<file path="config.mk">
export PLATFORM = sky130hd
export DESIGN_NAME = ndef_text_record_parser_unit
export DESIGN_NICKNAME = d
export VERILOG_FILES = /design/src/sv/ntrp_pkg.sv /design/src/sv/ndef_text_record_parser_unit.sv /design/src/sv/ntrp_front.sv /design/src/sv/ntrp_back.sv
export SDC_FILE = /design/constraint.sdc
export NUM_CORES = 1
export LEC_CHECK = 0
export ABC_AREA = 1
export BUFFER_PORTS_ARGS = -buffer_cell sky130_fd_sc_hd__buf_2
export CORE_ASPECT_RATIO = 1.5
export CORE_UTILIZATION = 58
export DETAILED_ROUTE_END_ITERATION = 10
export PLACE_DENSITY_LB_ADDON = 0.1
export SLEW_MARGIN = 20
export SYNTH_ARGS = -nofsm -noshare
export SYNTH_HDL_FRONTEND = slang
export SYNTH_SLANG_ARGS = --single-unit
</file>
<file path="constraint.sdc">
create_clock -name clk_i -period 5.7 [get_ports clk_i]
set_clock_uncertainty 0.05 [all_clocks]
set_input_delay 0.285 -clock clk_i [delete_from_list [all_inputs] [get_ports clk_i]]
set_output_delay 0.285 -clock clk_i [all_outputs]
set_load 0.03 [all_outputs]
</file>
<file path="src/sv/ntrp_pkg.sv">
// Package for the NDEF text record parser: phases, status codes, queue entry types.
// Used by ntrp_front, ntrp_back and the top level.
package ntrp_pkg;

  localparam int unsigned QueueDepth = 4;
  localparam logic [15:0] MaxLenReset = 16'd260;

  typedef enum logic [3:0] {
    PH_IDLE, PH_LEAD, PH_LEN, PH_LENHI, PH_LENLO, PH_HDR, PH_TYPELEN, PH_PLEN,
    PH_IDLEN, PH_TYPE, PH_ID, PH_STATUS, PH_LANG, PH_TEXT, PH_SKIP
  } phase_e;

  typedef enum logic [3:0] {
    ST_OK = 4'd0, ST_NO_TLV = 4'd1, ST_BAD_TLV = 4'd2, ST_EMPTY = 4'd3, ST_TOO_LONG = 4'd4,
    ST_NOT_WK = 4'd5, ST_NOT_TEXT = 4'd6, ST_CORRUPT = 4'd7, ST_READ_FAIL = 4'd8
  } status_e;

  // What the front hands to the back for one accepted byte.
  typedef enum logic [1:0] {
    OP_PLAIN, OP_UNIT, OP_STATUS
  } op_e;

  typedef struct packed {
    op_e         op;
    logic [15:0] unit;       // text byte in [7:0], or UTF-16 code unit
    logic        can_hold;   // another unit follows, so a high surrogate may wait
    logic        flush;      // drop a held surrogate (new text section)
    logic [3:0]  status;
    logic        term_miss;
  } cmd_t;

endpackage

</file>
<file path="src/sv/ndef_text_record_parser_unit.sv">
// NDEF text record parser top level: configuration port, front and back parts.
// Depends on ntrp_pkg, ntrp_front, ntrp_back.
// Takes one tag byte per cycle while the four-entry command queue has room; a byte that
// yields a result is queued as a command, and the back sends its results one per cycle
// while out_ready_i is high (a text byte, up to four UTF-8 bytes for a UTF-16 unit or
// surrogate pair, up to six when a held lone surrogate goes out ahead of the next unit,
// or one status item). Sustained rate is set by the back's output port and out_ready_i.
module ndef_text_record_parser_unit #(
  parameter logic [15:0] MaxLenDefault = ntrp_pkg::MaxLenReset
) (
  input  logic        clk_i,
  input  logic        rst_ni,
  input  logic        psel,
  input  logic        penable,
  input  logic        pwrite,
  input  logic [1:0]  paddr,
  input  logic [31:0] pwdata,
  output logic [31:0] prdata,
  output logic        pready,
  input  logic        in_valid_i,
  output logic        in_ready_o,
  input  logic [7:0]  tag_byte_i,
  input  logic        start_req_i,
  input  logic        read_fail_i,
  output logic        out_valid_o,
  input  logic        out_ready_i,
  output logic        kind_o,
  output logic [7:0]  text_byte_o,
  output logic [3:0]  status_o,
  output logic        terminator_missing_o,
  output logic        last_o
);

  logic [15:0]    max_len_q;
  logic           cmd_valid, cmd_ready;
  ntrp_pkg::cmd_t cmd;
  logic           fbusy, bbusy;

  assign pready = 1'b1;
  assign prdata = (paddr == 2'd0) ? {16'd0, max_len_q} : 32'd0;

  always_ff @(posedge clk_i or negedge rst_ni) begin
    if (!rst_ni) max_len_q <= MaxLenDefault;
    else if (psel && penable && pwrite && paddr == 2'd0) max_len_q <= pwdata[15:0];
  end

  ntrp_front u_front (
    .clk_i, .rst_ni, .max_len_i(max_len_q), .in_valid_i, .in_ready_o,
    .tag_byte_i, .start_req_i, .read_fail_i,
    .cmd_valid_o(cmd_valid), .cmd_o(cmd), .cmd_ready_i(cmd_ready), .busy_o(fbusy)
  );

  ntrp_back u_back (
    .clk_i, .rst_ni, .cmd_valid_i(cmd_valid), .cmd_i(cmd), .cmd_ready_o(cmd_ready),
    .out_valid_o, .out_ready_i, .kind_o, .text_byte_o, .status_o,
    .terminator_missing_o, .last_o, .busy_o(bbusy)
  );

  a_tm_only_ok: assert property (@(posedge clk_i) disable iff (!rst_ni)
    out_valid_o && terminator_missing_o |-> kind_o && status_o == 4'd0)
    else $error("terminator flag on non-ok status");
  a_status_last: assert property (@(posedge clk_i) disable iff (!rst_ni)
    out_valid_o && kind_o |-> last_o)
    else $error("status item not last");
  a_cmd_idle: assert property (@(posedge clk_i) disable iff (!rst_ni)
    cmd_valid |-> fbusy)
    else $error("queue valid while empty");
  a_back_hold: assert property (@(posedge clk_i) disable iff (!rst_ni)
    bbusy && !out_ready_i |=> bbusy)
    else $error("back dropped a result");

endmodule

</file>
<file path="src/sv/ntrp_front.sv">
// Front part: accepts tag bytes, walks the TLV and record header, classifies each byte.
// Depends on ntrp_pkg; feeds ntrp_back through a command queue.
module ntrp_front (
  input  logic                clk_i,
  input  logic                rst_ni,
  input  logic [15:0]         max_len_i,
  input  logic                in_valid_i,
  output logic                in_ready_o,
  input  logic [7:0]          tag_byte_i,
  input  logic                start_req_i,
  input  logic                read_fail_i,
  output logic                cmd_valid_o,
  output ntrp_pkg::cmd_t      cmd_o,
  input  logic                cmd_ready_i,
  output logic                busy_o
);

  localparam int unsigned QW = $clog2(ntrp_pkg::QueueDepth);

  ntrp_pkg::phase_e phase_q, phase_d;
  logic [16:0] pos_q, pos_d;
  logic [1:0]  zc_q, zc_d;
  logic [15:0] mlen_q, mlen_d;
  logic [16:0] tot_q, tot_d;
  logic [1:0]  flags_q, flags_d;
  logic [31:0] plen_q, plen_d;
  logic [7:0]  cnt_q, cnt_d;
  logic        u16_q, u16_d;
  logic [32:0] rem_q, rem_d;
  logic [7:0]  hi_q, hi_d;
  logic        fresh_q, fresh_d;

  ntrp_pkg::cmd_t mem_q [ntrp_pkg::QueueDepth];
  logic [QW-1:0]  wp_q, rp_q;
  logic [QW:0]    fill_q;

  logic           emit;
  ntrp_pkg::cmd_t cmd;
  logic           accept;
  logic [16:0]    pos;
  logic [7:0]     b;
  logic [17:0]    tot_calc;
  logic [5:0]     lang;
  logic [32:0]    rem_next;
  logic [32:0]    end_pos;

  assign in_ready_o  = (fill_q != (QW+1)'(ntrp_pkg::QueueDepth));
  assign accept      = in_valid_i && in_ready_o;
  assign cmd_valid_o = (fill_q != '0);
  assign cmd_o       = mem_q[rp_q];
  assign busy_o      = cmd_valid_o;
  assign b           = tag_byte_i;
  assign lang        = b[5:0];
  assign rem_next    = rem_q - 33'd1;
  assign end_pos     = 33'(pos) + 33'(plen_q);

  always_comb begin
    phase_d = phase_q; pos_d = pos_q; zc_d = zc_q; mlen_d = mlen_q; tot_d = tot_q;
    flags_d = flags_q; plen_d = plen_q; cnt_d = cnt_q; u16_d = u16_q; rem_d = rem_q;
    hi_d = hi_q; fresh_d = fresh_q;
    emit = 1'b0;
    cmd  = '{op: ntrp_pkg::OP_PLAIN, unit: 16'd0, can_hold: 1'b0, flush: 1'b0,
             status: 4'd0, term_miss: 1'b0};
    tot_calc = '0;
    pos = pos_q;
    if (start_req_i) begin
      phase_d = ntrp_pkg::PH_LEAD; pos = '0; zc_d = '0; mlen_d = '0; tot_d = '0;
      flags_d = '0; plen_d = '0; cnt_d = '0; u16_d = 1'b0; rem_d = '0; hi_d = '0;
      fresh_d = 1'b0;
    end
    if (start_req_i || phase_q != ntrp_pkg::PH_IDLE) begin
      if (read_fail_i) begin
        emit = 1'b1; cmd.op = ntrp_pkg::OP_STATUS; cmd.status = ntrp_pkg::ST_READ_FAIL;
        phase_d = ntrp_pkg::PH_IDLE;
      end else begin
        pos_d = pos + 17'd1;
        if (phase_d >= ntrp_pkg::PH_HDR && (pos + 17'd1) == tot_d) begin
          emit = 1'b1; cmd.op = ntrp_pkg::OP_STATUS;
          if (phase_d == ntrp_pkg::PH_SKIP) begin
            cmd.status = ntrp_pkg::ST_OK; cmd.term_miss = (b != 8'hFE);
          end else begin
            cmd.status = ntrp_pkg::ST_CORRUPT;
          end
          phase_d = ntrp_pkg::PH_IDLE;
        end else begin
          case (phase_d)
            ntrp_pkg::PH_LEAD: begin
              if (b == 8'h00 && zc_d < 2'd2) zc_d = zc_d + 2'd1;
              else if (b == 8'h03) phase_d = ntrp_pkg::PH_LEN;
              else begin
                emit = 1'b1; cmd.op = ntrp_pkg::OP_STATUS; cmd.status = ntrp_pkg::ST_NO_TLV;
                phase_d = ntrp_pkg::PH_IDLE;
              end
            end
            ntrp_pkg::PH_LEN, ntrp_pkg::PH_LENLO: begin
              if (phase_d == ntrp_pkg::PH_LEN && b == 8'hFF) begin
                if (zc_d != 2'd0) begin
                  emit = 1'b1; cmd.op = ntrp_pkg::OP_STATUS; cmd.status = ntrp_pkg::ST_BAD_TLV;
                  phase_d = ntrp_pkg::PH_IDLE;
                end else phase_d = ntrp_pkg::PH_LENHI;
              end else begin
                if (phase_d == ntrp_pkg::PH_LEN) mlen_d = {8'd0, b};
                else mlen_d = {mlen_d[15:8], b};
                tot_calc = 18'(zc_d) + ((phase_d == ntrp_pkg::PH_LENLO) ? 18'd4 : 18'd2)
                           + 18'(mlen_d) + 18'd1;
                tot_d = tot_calc[16:0];
                if (mlen_d == 16'd0) begin
                  emit = 1'b1; cmd.op = ntrp_pkg::OP_STATUS; cmd.status = ntrp_pkg::ST_EMPTY;
                  phase_d = ntrp_pkg::PH_IDLE;
                end else if (tot_calc > 18'(max_len_i)) begin
                  emit = 1'b1; cmd.op = ntrp_pkg::OP_STATUS; cmd.status = ntrp_pkg::ST_TOO_LONG;
                  phase_d = ntrp_pkg::PH_IDLE;
                end else phase_d = ntrp_pkg::PH_HDR;
              end
            end
            ntrp_pkg::PH_LENHI: begin
              mlen_d = {b, 8'd0}; phase_d = ntrp_pkg::PH_LENLO;
            end
            ntrp_pkg::PH_HDR: begin
              if (b[2:0] != 3'd1) begin
                emit = 1'b1; cmd.op = ntrp_pkg::OP_STATUS; cmd.status = ntrp_pkg::ST_NOT_WK;
                phase_d = ntrp_pkg::PH_IDLE;
              end else begin
                flags_d = {b[4], b[3]}; phase_d = ntrp_pkg::PH_TYPELEN;
              end
            end
            ntrp_pkg::PH_TYPELEN: begin
              if (b != 8'd1) begin
                emit = 1'b1; cmd.op = ntrp_pkg::OP_STATUS; cmd.status = ntrp_pkg::ST_NOT_TEXT;
                phase_d = ntrp_pkg::PH_IDLE;
              end else begin
                plen_d = '0; cnt_d = flags_d[1] ? 8'd1 : 8'd4; phase_d = ntrp_pkg::PH_PLEN;
              end
            end
            ntrp_pkg::PH_PLEN: begin
              plen_d = {plen_d[23:0], b};
              if (cnt_d != 8'd0) cnt_d = cnt_d - 8'd1;
              if (cnt_d == 8'd0)
                phase_d = flags_d[0] ? ntrp_pkg::PH_IDLEN : ntrp_pkg::PH_TYPE;
            end
            ntrp_pkg::PH_IDLEN: begin
              cnt_d = b; phase_d = ntrp_pkg::PH_TYPE;
            end
            ntrp_pkg::PH_TYPE: begin
              if (b != 8'h54) begin
                emit = 1'b1; cmd.op = ntrp_pkg::OP_STATUS; cmd.status = ntrp_pkg::ST_NOT_TEXT;
                phase_d = ntrp_pkg::PH_IDLE;
              end else phase_d = (cnt_d != 8'd0) ? ntrp_pkg::PH_ID : ntrp_pkg::PH_STATUS;
            end
            ntrp_pkg::PH_ID: begin
              if (cnt_d != 8'd0) cnt_d = cnt_d - 8'd1;
              if (cnt_d == 8'd0) phase_d = ntrp_pkg::PH_STATUS;
            end
            ntrp_pkg::PH_STATUS: begin
              if (33'(plen_d) < 33'd1 + 33'(lang) || end_pos > 33'(tot_d) - 33'd1) begin
                emit = 1'b1; cmd.op = ntrp_pkg::OP_STATUS; cmd.status = ntrp_pkg::ST_CORRUPT;
                phase_d = ntrp_pkg::PH_IDLE;
              end else begin
                u16_d = b[7];
                rem_d = 33'(plen_d) - 33'd1 - 33'(lang);
                fresh_d = 1'b1;
                cnt_d = 8'(lang);
                if (lang == 6'd0)
                  phase_d = (rem_d != '0) ? ntrp_pkg::PH_TEXT : ntrp_pkg::PH_SKIP;
                else phase_d = ntrp_pkg::PH_LANG;
              end
            end
            ntrp_pkg::PH_LANG: begin
              if (cnt_d != 8'd0) cnt_d = cnt_d - 8'd1;
              if (cnt_d == 8'd0)
                phase_d = (rem_d != '0) ? ntrp_pkg::PH_TEXT : ntrp_pkg::PH_SKIP;
            end
            ntrp_pkg::PH_TEXT: begin
              if (rem_d != '0) rem_d = rem_next;
              if (!u16_d) begin
                emit = 1'b1; cmd.unit = {8'd0, b};
              end else if (cnt_d == 8'd0) begin
                hi_d = b; cnt_d = 8'd1;
              end else begin
                cnt_d = 8'd0;
                emit = 1'b1; cmd.op = ntrp_pkg::OP_UNIT; cmd.unit = {hi_d, b};
                cmd.can_hold = (rem_d >= 33'd2); cmd.flush = fresh_d; fresh_d = 1'b0;
              end
              if (rem_d == '0) phase_d = ntrp_pkg::PH_SKIP;
            end
            default: ;
          endcase
        end
      end
    end
  end

  always_ff @(posedge clk_i or negedge rst_ni) begin
    if (!rst_ni) begin
      phase_q <= ntrp_pkg::PH_IDLE; pos_q <= '0; zc_q <= '0; mlen_q <= '0; tot_q <= '0;
      flags_q <= '0; plen_q <= '0; cnt_q <= '0; u16_q <= 1'b0; rem_q <= '0; hi_q <= '0;
      fresh_q <= 1'b0;
    end else if (accept) begin
      phase_q <= phase_d; pos_q <= pos_d; zc_q <= zc_d; mlen_q <= mlen_d; tot_q <= tot_d;
      flags_q <= flags_d; plen_q <= plen_d; cnt_q <= cnt_d; u16_q <= u16_d; rem_q <= rem_d;
      hi_q <= hi_d; fresh_q <= fresh_d;
    end
  end

  always_ff @(posedge clk_i) begin
    if (accept && emit) mem_q[wp_q] <= cmd;
  end

  always_ff @(posedge clk_i or negedge rst_ni) begin
    if (!rst_ni) begin
      wp_q <= '0; rp_q <= '0; fill_q <= '0;
    end else begin
      if (accept && emit) wp_q <= wp_q + QW'(1);
      if (cmd_valid_o && cmd_ready_i) rp_q <= rp_q + QW'(1);
      fill_q <= fill_q + (QW+1)'(accept && emit) - (QW+1)'(cmd_valid_o && cmd_ready_i);
    end
  end

endmodule

</file>
<file path="src/sv/ntrp_back.sv">
// Back part: pairs surrogates, encodes UTF-8, and sends result items one per cycle while out_ready_i is high.
// Depends on ntrp_pkg; takes commands from ntrp_front.
module ntrp_back (
  input  logic           clk_i,
  input  logic           rst_ni,
  input  logic           cmd_valid_i,
  input  ntrp_pkg::cmd_t cmd_i,
  output logic           cmd_ready_o,
  output logic           out_valid_o,
  input  logic           out_ready_i,
  output logic           kind_o,
  output logic [7:0]     text_byte_o,
  output logic [3:0]     status_o,
  output logic           terminator_missing_o,
  output logic           last_o,
  output logic           busy_o
);

  // Up to two code points per command (held surrogate, then current), each up to 4 bytes.
  logic [7:0]  buf_q [7];
  logic [2:0]  cnt_q, idx_q;
  logic        isst_q;
  logic [3:0]  st_q;
  logic        tm_q;
  logic        act_q;
  logic [15:0] hs_q;
  logic        hv_q;

  logic [7:0]  nb [7];
  logic [2:0]  nn;
  logic [15:0] hs_d;
  logic        hv_d;
  logic        take;
  logic        done;
  logic [20:0] cpa, cpb;
  logic        ena, enb;
  logic [7:0]  ea [4];
  logic [7:0]  eb [4];
  logic [2:0]  la, lb;
  logic        hv_in;
  logic        is_lo, is_hi;

  function automatic logic [2:0] enc_len(input logic [20:0] cp);
    if (cp < 21'h80) return 3'd1;
    else if (cp < 21'h800) return 3'd2;
    else if (cp < 21'h10000) return 3'd3;
    else return 3'd4;
  endfunction

  function automatic logic [31:0] enc(input logic [20:0] cp);
    if (cp < 21'h80) return {cp[7:0], 24'd0};
    else if (cp < 21'h800) return {3'b110, cp[10:6], 2'b10, cp[5:0], 16'd0};
    else if (cp < 21'h10000)
      return {4'b1110, cp[15:12], 2'b10, cp[11:6], 2'b10, cp[5:0], 8'd0};
    else return {5'b11110, cp[20:18], 2'b10, cp[17:12], 2'b10, cp[11:6], 2'b10, cp[5:0]};
  endfunction

  assign done        = act_q && out_ready_i && (idx_q + 3'd1 == cnt_q);
  assign cmd_ready_o = !act_q || done;
  assign take        = cmd_valid_i && cmd_ready_o;
  assign out_valid_o = act_q;
  assign kind_o      = isst_q;
  assign text_byte_o = isst_q ? 8'd0 : buf_q[idx_q];
  assign status_o    = isst_q ? st_q : 4'd0;
  assign terminator_missing_o = isst_q && tm_q;
  assign last_o      = (idx_q + 3'd1 == cnt_q);
  assign busy_o      = act_q;

  always_comb begin
    hv_in = hv_q && !cmd_i.flush;
    is_lo = (cmd_i.unit >= 16'hDC00) && (cmd_i.unit <= 16'hDFFF);
    is_hi = (cmd_i.unit >= 16'hD800) && (cmd_i.unit <= 16'hDBFF);
    hs_d = hs_q; hv_d = hv_in;
    ena = 1'b0; enb = 1'b0;
    cpa = 21'(hs_q); cpb = 21'(cmd_i.unit);
    if (cmd_i.op == ntrp_pkg::OP_UNIT) begin
      hv_d = 1'b0;
      if (hv_in && is_lo) begin
        ena = 1'b1;
        cpa = 21'h10000 + {1'b0, hs_q[9:0], 10'd0} + 21'(cmd_i.unit[9:0]);
      end else begin
        ena = hv_in;
        if (is_hi && cmd_i.can_hold) begin
          hs_d = cmd_i.unit; hv_d = 1'b1;
        end else enb = 1'b1;
      end
    end
    la = ena ? enc_len(cpa) : 3'd0;
    lb = enb ? enc_len(cpb) : 3'd0;
    {ea[0], ea[1], ea[2], ea[3]} = enc(cpa);
    {eb[0], eb[1], eb[2], eb[3]} = enc(cpb);
    for (int i = 0; i < 7; i++) nb[i] = 8'd0;
    for (int i = 0; i < 4; i++) if (3'(i) < la) nb[i] = ea[i];
    for (int i = 0; i < 4; i++) if (3'(i) < lb) nb[3'(i) + la] = eb[i];
    nn = (cmd_i.op == ntrp_pkg::OP_PLAIN) ? 3'd1 : la + lb;
    if (cmd_i.op == ntrp_pkg::OP_PLAIN) nb[0] = cmd_i.unit[7:0];
    if (cmd_i.op == ntrp_pkg::OP_STATUS) nn = 3'd1;
  end

  always_ff @(posedge clk_i) begin
    if (take) begin
      for (int i = 0; i < 7; i++) buf_q[i] <= nb[i];
      st_q <= cmd_i.status; tm_q <= cmd_i.term_miss; hs_q <= hs_d;
    end
  end

  always_ff @(posedge clk_i or negedge rst_ni) begin
    if (!rst_ni) begin
      act_q <= 1'b0; idx_q <= '0; cnt_q <= '0; isst_q <= 1'b0; hv_q <= 1'b0;
    end else if (take) begin
      act_q <= (nn != 3'd0); idx_q <= '0; cnt_q <= nn;
      isst_q <= (cmd_i.op == ntrp_pkg::OP_STATUS);
      hv_q <= (cmd_i.op == ntrp_pkg::OP_STATUS) ? 1'b0 : hv_d;
    end else if (done) begin
      act_q <= 1'b0;
    end else if (act_q && out_ready_i) begin
      idx_q <= idx_q + 3'd1;
    end
  end

endmodule

</file>
==> impl_metrics.json <==
{
  "drc": 0,
  "yosysWarnings": 0,
  "ctsHtreeMaxLevel": 2,
  "startpoint_type": "flop",
  "cts_root_buffer": "clkbuf_16",
  "worst_pin_slew_ps": 1090,
  "grt_pass1_wl_um": 142000,
  "syn-cell-area_um2": 26800,
  "holdCritPathClass": "input pin to flop",
  "fin_crit_ps": 5470,
  "syn_inst": 3932,
  "cts_buffers": 37,
  "yosys-top-cells-area": "edfxtp_1, nand2_1, dfrtp_1",
  "placedCellCount": 4562,
  "wl_per_cell_um": 20.0,
  "cts_sinks": 342,
  "p_leak_nw": 14.3,
  "drt_iter0_markers": 2490,
  "slowest_delay_ps": 490,
  "cpMostUsedCell": "nand2_2",
  "power_density_nw_per_um2": 446,
  "die_h_um": 265,
  "worst_setup_path_end_kind": "flop",
  "rsz0062_at_grt": "yes",
  "first_pass_iters": 6,
  "power.ir.vdd_worst_mv": 0.348,
  "reg2reg_depth": 33,
  "cts_buffer_depth": 3,
  "fin_cells": 4657,
  "cp.arrival_ps": 5910,
  "ys_ff_latch": 342,
  "start_util": 0.587,
  "async_flop_share": 0.482,
  "synth_cell_types": 70,
  "netlist.area_leader.share": 0.198,
  "antenna_found_initial": 0,
  "ys_seq_area_frac": 0.352,
  "critical_path_cell_count": 33,
  "drive_gt1_frac": 0.0890,
  "port_buffers": 67,
  "max-slew-margin-rel": 0.270,
  "grt_start_max_net_pins": 78,
  "setup_viol": 0,
  "area_growth_pct": 10.9,
  "crit_type": "flop to flop",
  "status": "finished, final reports clean",
  "ys.flop_type": "edfxtp_1",
  "yosysTopAreaCell": "edfxtp_1",
  "ant_nets": 0,
  "synth-edff-count": 177,
  "vias": 27400,
  "grt_pass1_vias": 26200,
  "hold_viol_final": 0,
  "viasPerCell": 5.89,
  "slew_violations": 0,
  "drv_cap": 0,
  "core-area_um2": 45800,
  "path_clk_slew_ps": 60,
  "grt_usage": 0.393,
  "nNetsFinal": 4194,
  "wirelength_um": 93000,
  "worst-path-buf-inv": 6,
  "die_x_um": 178,
  "globalplace.congestion": 1.05,
  "clk_latency_ps": 560,
  "syn_area_per_cell_um2": 6.83,
  "path_delay_family": "simple AND/OR/NAND/NOR gates",
  "required_ps": 6150,
  "cpMaxStageDelayCell": "fa_1",
  "tns_ps": 0,
  "path_max_fanout": 4,
  "dp_hpwl_um": 68600,
  "min_period_over_period": 0.959,
  "cts_tree": "yes",
  "timing.hold.ws_ps": 154,
  "rows": 96,
  "die_area_um2": 47200,
  "fmax_ghz": 0.183,
  "globalRouteOverflowTotal": 0,
  "whs_path_depth": 5,
  "ios": 101
}
worst paths after layout:
path | start | end | slack [ps]
worst min-delay path | tag_byte_i[0] | u_front.plen_q[0] | 150
worst max-delay path | u_front.phase_q[2] | u_front.fill_q[1] | 230
min in group asynchronous | rst_ni | u_front.cnt_q[3] | 190
worst min register to register | u_front.hi_q[2] | u_front.hi_q[2] | 430
worst max register to register | u_front.phase_q[2] | u_front.fill_q[1] | 230
max in group asynchronous | rst_ni | u_front.plen_q[26] | 4130
kinds of logic (layout without fill, tap and decap cells):
family          Yosys count  in the layout  synth area share
fa+ha+maj               104            104            0.0502
flops                   342            342             0.352
other cells               2             21          0.000280
compound gates          556            556             0.118
simple gates           2221           2221             0.349
xor+xnor                123            123            0.0406
mux                       1              1          0.000420
buf+inv                 583            701            0.0892
Yosys cell counts, drive strengths merged (74+ instances only):
library cell,instances
dfrtp,163
a21oi,151
nor2,548
inv,415
nand3,287
clkbuf,81
o21ai,227
nand4,79
buf,74
edfxtp,177
ha,98
xor2,106
nand2,1225
routing by layer:
layer  track usage  routed length (um)
met4         0.311                8110
met5             0                   0
met2         0.684               46000
met3        0.0523                5610
met1         0.425               33200
where the power goes:
part / internal, mW / switching, mW / total [mW]
clock network: 1.35 / 1.08 / 2.42
registers: 3.38 / 0.432 / 3.81
logic: 2.04 / 5.00 / 7.04
per-stage QoR:
stage               power, mW  utilization  cell area [um^2]  worst slack [ps]
floorplan                8.34            -             27000              49.9
global placement         10.5        0.616             28200              77.8
detailed placement       10.6        0.616             28200             -35.4
finish                   13.3        0.650             29800               234
CTS                      13.1        0.646             29600               104
global route             14.1        0.650             29800             -71.2
registers in the layout, summed over array words and instances, names as in the netlist, 2 cells and up:
signal           count
u_front.rp_q         2
u_front.rem_q       33
u_front.wp_q         2
u_front.fill_q       3
u_front.mlen_q       8
u_back.buf_q        56
u_front.hi_q         8
u_front.cnt_q        8
max_len_q           16
u_back.idx_q         3
u_front.mem_q      100
u_front.tot_q       17
u_back.st_q          4
u_back.cnt_q         3
u_front.pos_q       17
u_back.hs_q         16
u_front.flags_q      2
u_front.plen_q      32
u_front.zc_q         2
u_front.phase_q      4
worst reg2reg max path: cells and delay by family, from the launching register on:
family | cells | cell delay (ps)
and+or+nand+nor | 17 | 2100
adders and majority gates | 6 | 1820
AOI/OAI and AO/OA | 3 | 480
buffers and inverters | 6 | 470
DFF | 1 | 350
xor gates and xnor gates | 1 | 150
cell usage in the layout, fill, tap and decap left out, types with 14 or more instances in the layout:
master         count
o21ai_0          209
nor3_1            41
nor2_2            17
o21ai_1           16
xnor2_1           16
clkbuf_16         37
dfrtp_1          163
nand4_1           78
dlygate4sd3_1     18
o22ai_1           69
nor2_4            15
a31oi_1           27
buf_4            113
inv_1            401
xor2_1           105
buf_2             66
nand3_1          278
nor2_1           515
a21oi_1          148
o211ai_1          19
nand2_2           19
conb_1            20
nand2_1         1195
clkinv_1          14
ha_1              95
edfxtp_1         177
timing repair:
item / 4_1_cts / 5_1_grt
gates resized for setup: 0 / 35
hold endpoints to repair: 67 / 0
setup buffers: 0 / 7
hold buffers: 18 / 0
setup endpoints to repair: 0 / 113
area by class of cell:
type / instances / area (um^2)
diodes: 1 / 2.50
clock buffers: 53 / 1050
clock inverters: 15 / 161
fillers: 4240 / 16000
inverters: 428 / 1610
multi-input cells: 3025 / 15300
flip-flops and latches: 342 / 9450
well taps: 588 / 736
repair buffers: 205 / 1500
Note: power is estimated with default switching activity, not from simulation.
